`config.mk`:
```
export PLATFORM = sky130hd
export DESIGN_NAME = skt_cell
export DESIGN_NICKNAME = d
export VERILOG_FILES = /design/src/rtl/skt_pkg.sv /design/src/rtl/skt_cell.sv
export SDC_FILE = /design/constraint.sdc
export NUM_CORES = 1
export LEC_CHECK = 0
export BUFFER_PORTS_ARGS = -buffer_cell sky130_fd_sc_hd__buf_4
export CORE_AREA = 3 3 254 256
export CTS_CLUSTER_DIAMETER = 80
export CTS_CLUSTER_SIZE = 8
export DETAILED_ROUTE_END_ITERATION = 16
export DIE_AREA = 0 0 257 259
export PLACE_DENSITY_LB_ADDON = 0.2
export SLEW_MARGIN = 25
export SYNTH_ARGS = -nofsm -noshare
export SYNTH_HDL_FRONTEND = slang
export SYNTH_SLANG_ARGS = --single-unit
```
`constraint.sdc`:
```
create_clock -name clk -period 13.1 [get_ports clk]
set_input_delay 0.655 -clock clk [delete_from_list [all_inputs] [get_ports clk]]
set_output_delay 0.655 -clock clk [all_outputs]
set_load 0.01 [all_outputs]
```
`src/rtl/skt_pkg.sv`:
```
// Shared types and constants of the sorted key table.
package skt_pkg;

  // Default number of table rows.
  localparam int CAPACITY_DEF = 16;

  // Fixed field widths of the item and result channels.
  localparam int CMD_W    = 2;
  localparam int KEY_W    = 64;
  localparam int VAL_W    = 16;
  localparam int STATUS_W = 3;
  localparam int POS_W    = 6;
  localparam int TOTAL_W  = 7;

  // Command codes of an input item.
  typedef enum logic [CMD_W-1:0] {
    CMD_INSERT = 2'd0,
    CMD_DELETE = 2'd1,
    CMD_LOOKUP = 2'd2,
    CMD_LIST   = 2'd3
  } cmd_t;

  // Status codes of a result item.
  typedef enum logic [STATUS_W-1:0] {
    STAT_OK       = 3'd0,
    STAT_DUP      = 3'd1,
    STAT_NOTFOUND = 3'd2,
    STAT_EMPTY    = 3'd3,
    STAT_FULL     = 3'd4
  } status_t;

  // Sequencer states.
  typedef enum logic [1:0] {
    S_IDLE,
    S_CMP,
    S_EXEC,
    S_LIST
  } state_t;

  // One table row: key and five payload values.
  typedef struct packed {
    logic [KEY_W-1:0] key;
    logic [VAL_W-1:0] one;
    logic [VAL_W-1:0] two;
    logic [VAL_W-1:0] three;
    logic [VAL_W-1:0] four;
    logic [VAL_W-1:0] five;
  } entry_t;

  // Per-cell control from the sequencer.
  typedef struct packed {
    logic cap;         // capture compare flags against the item key
    logic load_new;    // take the new row from the item
    logic shift_up;    // take the row of the lower neighbor
    logic shift_down;  // take the row of the upper neighbor
  } cell_ctl_t;

endpackage

```
`src/rtl/skt_cell.sv`:
```
// One row cell of the sorted key table: row storage, key compare and neighbor shift.
module skt_cell (
  input  logic                        clk,
  input  skt_pkg::cell_ctl_t          ctl,
  input  logic [skt_pkg::KEY_W-1:0]   cmp_key,
  input  skt_pkg::entry_t             new_entry,
  input  skt_pkg::entry_t             left_entry,
  input  skt_pkg::entry_t             right_entry,
  output skt_pkg::entry_t             entry,
  output logic                        lt,
  output logic                        eq
);

  skt_pkg::entry_t entry_r, entry_nxt;
  logic            lt_r, eq_r;

  // Select the row this cell holds after the current cycle.
  always_comb begin
    entry_nxt = entry_r;
    if (ctl.load_new) begin
      entry_nxt = new_entry;
    end else if (ctl.shift_up) begin
      entry_nxt = left_entry;
    end else if (ctl.shift_down) begin
      entry_nxt = right_entry;
    end
  end

  // Row storage and registered compare flags.
  always_ff @(posedge clk) begin
    entry_r <= entry_nxt;
    if (ctl.cap) begin
      lt_r <= (entry_r.key < cmp_key);
      eq_r <= (entry_r.key == cmp_key);
    end
  end

  assign entry = entry_r;
  assign lt    = lt_r;
  assign eq    = eq_r;

endmodule
```
Word-level counts from Yosys, hierarchy flattened --
Cells that the tools add are included.
Storage, ports and cells: bits in registers 146, input port bits 501, output and inout bits 146, word-level logic and storage cells 14
Operators by class: order comparisons 1, equal/unequal tests 1, muxes and demuxes 3, reduce and logical (&&, ||, !) cells 1
Operators with widths (number):
- 144-bit two-way mux | 3
- 64-bit == test | 1
- 64-bit less-than comparator | 1
- 3-bit nonzero test | 1

Logic depth before layout (Yosys ltp) --
depth in word-level cells 3, gate-level depth with buffers 7, gate-level depth less buffers 7

Worst setup path before layout --
No wires, ideal clock.
kind input to register, start in ctl[2] (netlist bit), end reg entry_r, in the netlist entry[0], enable pin, library setup time 0.512 ns, arrival time 4.285 ns, required time 12.588 ns, setup slack 8.303 ns, stages on the path 3, path buffers 2, path through clkbuf_1 > clkbuf_1 > or3_1
On the way: longest elaborated chain between the ends 1
Ends and longest elaborated chain:
- start, declared | line skt_cell.sv:4 | input skt_pkg::cell_ctl_t ctl,
- 3-bit nonzero test (no source line)
- end signal, assigned | line skt_cell.sv:31 | entry_r <= entry_nxt;
- end, declared | line skt_cell.sv:14 | skt_pkg::entry_t entry_r, entry_nxt;
Every way passes these cells. A chain may end at the register's enable or synchronous reset.

Worst setup path in the final report --
start reg entry_r, in the netlist entry[141], end reg lt_r, in the netlist lt, data pin
On the way: longest elaborated chain between the ends 1
Ends and longest elaborated chain:
- 64-bit less-than comparator | line skt_cell.sv:33 | lt_r <= (entry_r.key < cmp_key);
- end signal, assigned | line skt_cell.sv:33
- end, declared | line skt_cell.sv:15 | logic lt_r, eq_r;
Every way passes these cells.

==> impl_results.md <==
* Pins over their slew limit at 0
* Type of the tightest min-delay check: input pin to register
* Ranking of synthesized cells by instance count: sky130_fd_sc_hd__nand2_1, sky130_fd_sc_hd__o21ai_0, sky130_fd_sc_hd__edfxtp_1
* Worst hold-check slack at 0.394 ns
* Final worst-path setup slack at 10.52 ns
* Routed metal-1 wire length at 16400 microns
* Remaining number of nets flagged by the antenna check after routing at 0
* IR drop worst, VDD at 0.0821 mV
* Clock transition at the registers of the reported paths at 0.06 ns
* Post-synth EDFFs at 146
* Starting DRT DRC Count at ~350
* Post-synthesis cell count at 856
* Element type at the critical path start: register
* Highest clock rate at a little under 400 MHz
* CTS tree: done
* Cell Area, Synth at roughly 9000 sq um
* Final routed wire length divided by cell count at ~18 microns
* Outcome: completed
* Rows at 92
* Setup tns final at 0 ns
* Uppermost signal routing layer after detailed routing: met5
* Synth async-reset ratio at 0%
* Clock sink total at between 100 and 150
* Slew at the pin closest to its max-slew limit at 0.915 ns
* Setup crit end kind: register
* YS warnings at 0
* Number of setup buffers added after CTS at 0
* Most frequent cell after synthesis: sky130_fd_sc_hd__nand2_1
* Data required time at the worst endpoint at 13.31 ns
* Clock latency on the worst-skew pair at about 0.46 ns
* RSZ-0062 raised after global routing: no
* Instance count after placement with tap cells included at 2307
* Global-route wire length before repair at 59800 microns
* Final Cycle Share at around 20%
* Count of endpoints failing setup in the final report at 0
* Via count at 8822
* Worst slew margin relative to its limit at 39.0%
* Number of storage elements in the synthesis netlist at approximately 150
* Final cell count without fillers at 2341
* I/O pins at ~650
* CTS Hold Buffers Added at 0
* Met2 WL at 22100 microns
* Total congestion overflow at 0
* Effective utilization at floorplan at 14.2%
* Data arrival, critical path at 2.79 ns
* Hold Violations, Final at 0
* Yosys top cell area share at 49.2%
* Reg2reg setup slack at between 10 and 15 ns
* Share of synthesized area occupied by flip-flops and latches at 49.2%
* Distinct cells, synth at 30
* Number of port buffers at 646
* Drt pass-1 iters at 4
* Antenna violations before repair at 9
* Number of nets in the finished design at 2045
* CTS root buffer: sky130_fd_sc_hd__clkbuf_16
* Synthesized Nets at approximately 1.4k
* Remaining DRCs at 0
* Global routing usage summed across all routing layers at 12.3%
* Core region area at 62700 sq um
* Setup slack at placement at 10.06 ns
* Post-layout power at roughly 1500 uW
* Gpl congestion at ~0.95
* Avg Cell Area, Syn at about 10 sq um
* Via density per instance at 3.77
* # H-tree levels at 4
* Chip height at 259 microns
* Reported max-cap violation count at 0
* Dominant synthesized flop cell: sky130_fd_sc_hd__edfxtp_1
* Routed wire length on met3 at 3530 microns
* Number of gates resized after cts at 0
* Worst-path fanout max at 4
* Maximum number of buffers from clock root to sink at 2
* Ratio of cells with drive above 1 in the final layout at 46.0%
* Tmin final at 2.58 ns
* Die Wd at 257 microns
* Floorplan die area at 66600 sq um
* Power per standard cell area at 99.2 nW/um^2
* Layout overhead on the synthesized area at 71.6%
* Cell taking the most area after synthesis: sky130_fd_sc_hd__edfxtp_1
* Largest net degree at the start of global routing at 91
* Vias in the first global route at 9375
* Drt total wl at between 40000 and 50000 microns
* Setup Crit Path Kind: register to register
* Cells taking the most area after synthesis: sky130_fd_sc_hd__edfxtp_1, sky130_fd_sc_hd__mux2i_1, sky130_fd_sc_hd__ha_1, sky130_fd_sc_hd__o21ai_0, sky130_fd_sc_hd__nand2_1
* Num CTS Buffers at 17
* Maximum clock skew at final layout at between 0.006 and 0.007 ns
* Detailed placement HPWL at 36000 microns
* Static leakage power at roughly 0.0074 uW
[final cells by class]
class	count	area [sq um]
diodes	2	5.00
clock buffers	18	429
clock inverters	14	158
fillers	6826	47500
inverters	66	248
multi-input cells	596	4090
flip-flops and latches	146	4380
well taps	846	1060
repair buffers	653	4910
[stage by stage]
step / util, % / instance area, sq um
after CTS: 24.4 / 15300
after floorplan: - / 8900
after detailed placement: 23.4 / 14700
after global placement: 23.4 / 14700
after global routing: 24.4 / 15300
final: 24.4 / 15300
[critical path: stages, from the launching register on]
cell and delay [ns]:
sky130_fd_sc_hd__edfxtp_1 0.49, sky130_fd_sc_hd__ha_1 0.34, sky130_fd_sc_hd__nand4_1 0.14, sky130_fd_sc_hd__nor4b_2 0.62, sky130_fd_sc_hd__nand4_1 0.33, sky130_fd_sc_hd__a41oi_1 0.31
sky130_fd_sc_hd__nor4_2 0.08
[per-layer routing]
| layer | up-vias | track usage (%) |
|---|---|---|
| li1 | 4363 | - |
| met1 | 4024 | 13.4 |
| met2 | 395 | 22.2 |
| met3 | 34 | 4.97 |
| met4 | 6 | 3.31 |
| met5 | - | 0 |
[path summary, 6_finish.rpt]
| kind | start | end | depth (start not counted) |
|---|---|---|---|
| setup / recovery | entry[141] | lt | 6 |
| hold / removal | ctl[3] | lt | 1 |
| setup reg to reg | entry[141] | lt | 6 |
| hold reg to reg | entry[81] | eq | 3 |
[registers in the layout (all words and copies together) (netlist names)]
register / flops
lt: 1
entry: 144
eq: 1
[report_power, final]
| group | switching (uW) | total [uW] | internal, uW |
|---|---|---|---|
| clock network | 238 | 509 | 271 |
| registers | 30.9 | 608 | 578 |
| logic | 180 | 399 | 219 |
| total | 448 | 1520 | 1070 |
[placed cells by master, fill, tap and decap left out, types with 4 or more instances in the layout]
| cell | count |
|---|---|
| sky130_fd_sc_hd__buf_4 | 651 |
| sky130_fd_sc_hd__inv_6 | 4 |
| sky130_fd_sc_hd__nand4_1 | 14 |
| sky130_fd_sc_hd__a21o_1 | 7 |
| sky130_fd_sc_hd__o21ai_0 | 152 |
| sky130_fd_sc_hd__nand2_1 | 160 |
| sky130_fd_sc_hd__nor3_1 | 5 |
| sky130_fd_sc_hd__a21oi_1 | 24 |
| sky130_fd_sc_hd__inv_8 | 6 |
| sky130_fd_sc_hd__mux2i_1 | 144 |
| sky130_fd_sc_hd__edfxtp_1 | 146 |
| sky130_fd_sc_hd__ha_1 | 64 |
| sky130_fd_sc_hd__inv_1 | 66 |
| sky130_fd_sc_hd__nand3_1 | 6 |
| sky130_fd_sc_hd__clkbuf_16 | 17 |
[kinds of logic after synthesis]
group	count (synthesis)	share of synthesized area [%]
buffers and inverters	114	4.95
multiplexers	144	16.2
adder cells (fa/ha/maj)	64	8.99
flip-flops	146	49.2
AND/OR/NAND/NOR	195	9.19
AO/OA/AOI/OAI	193	11.5
(Power assumes the default switching activity.)
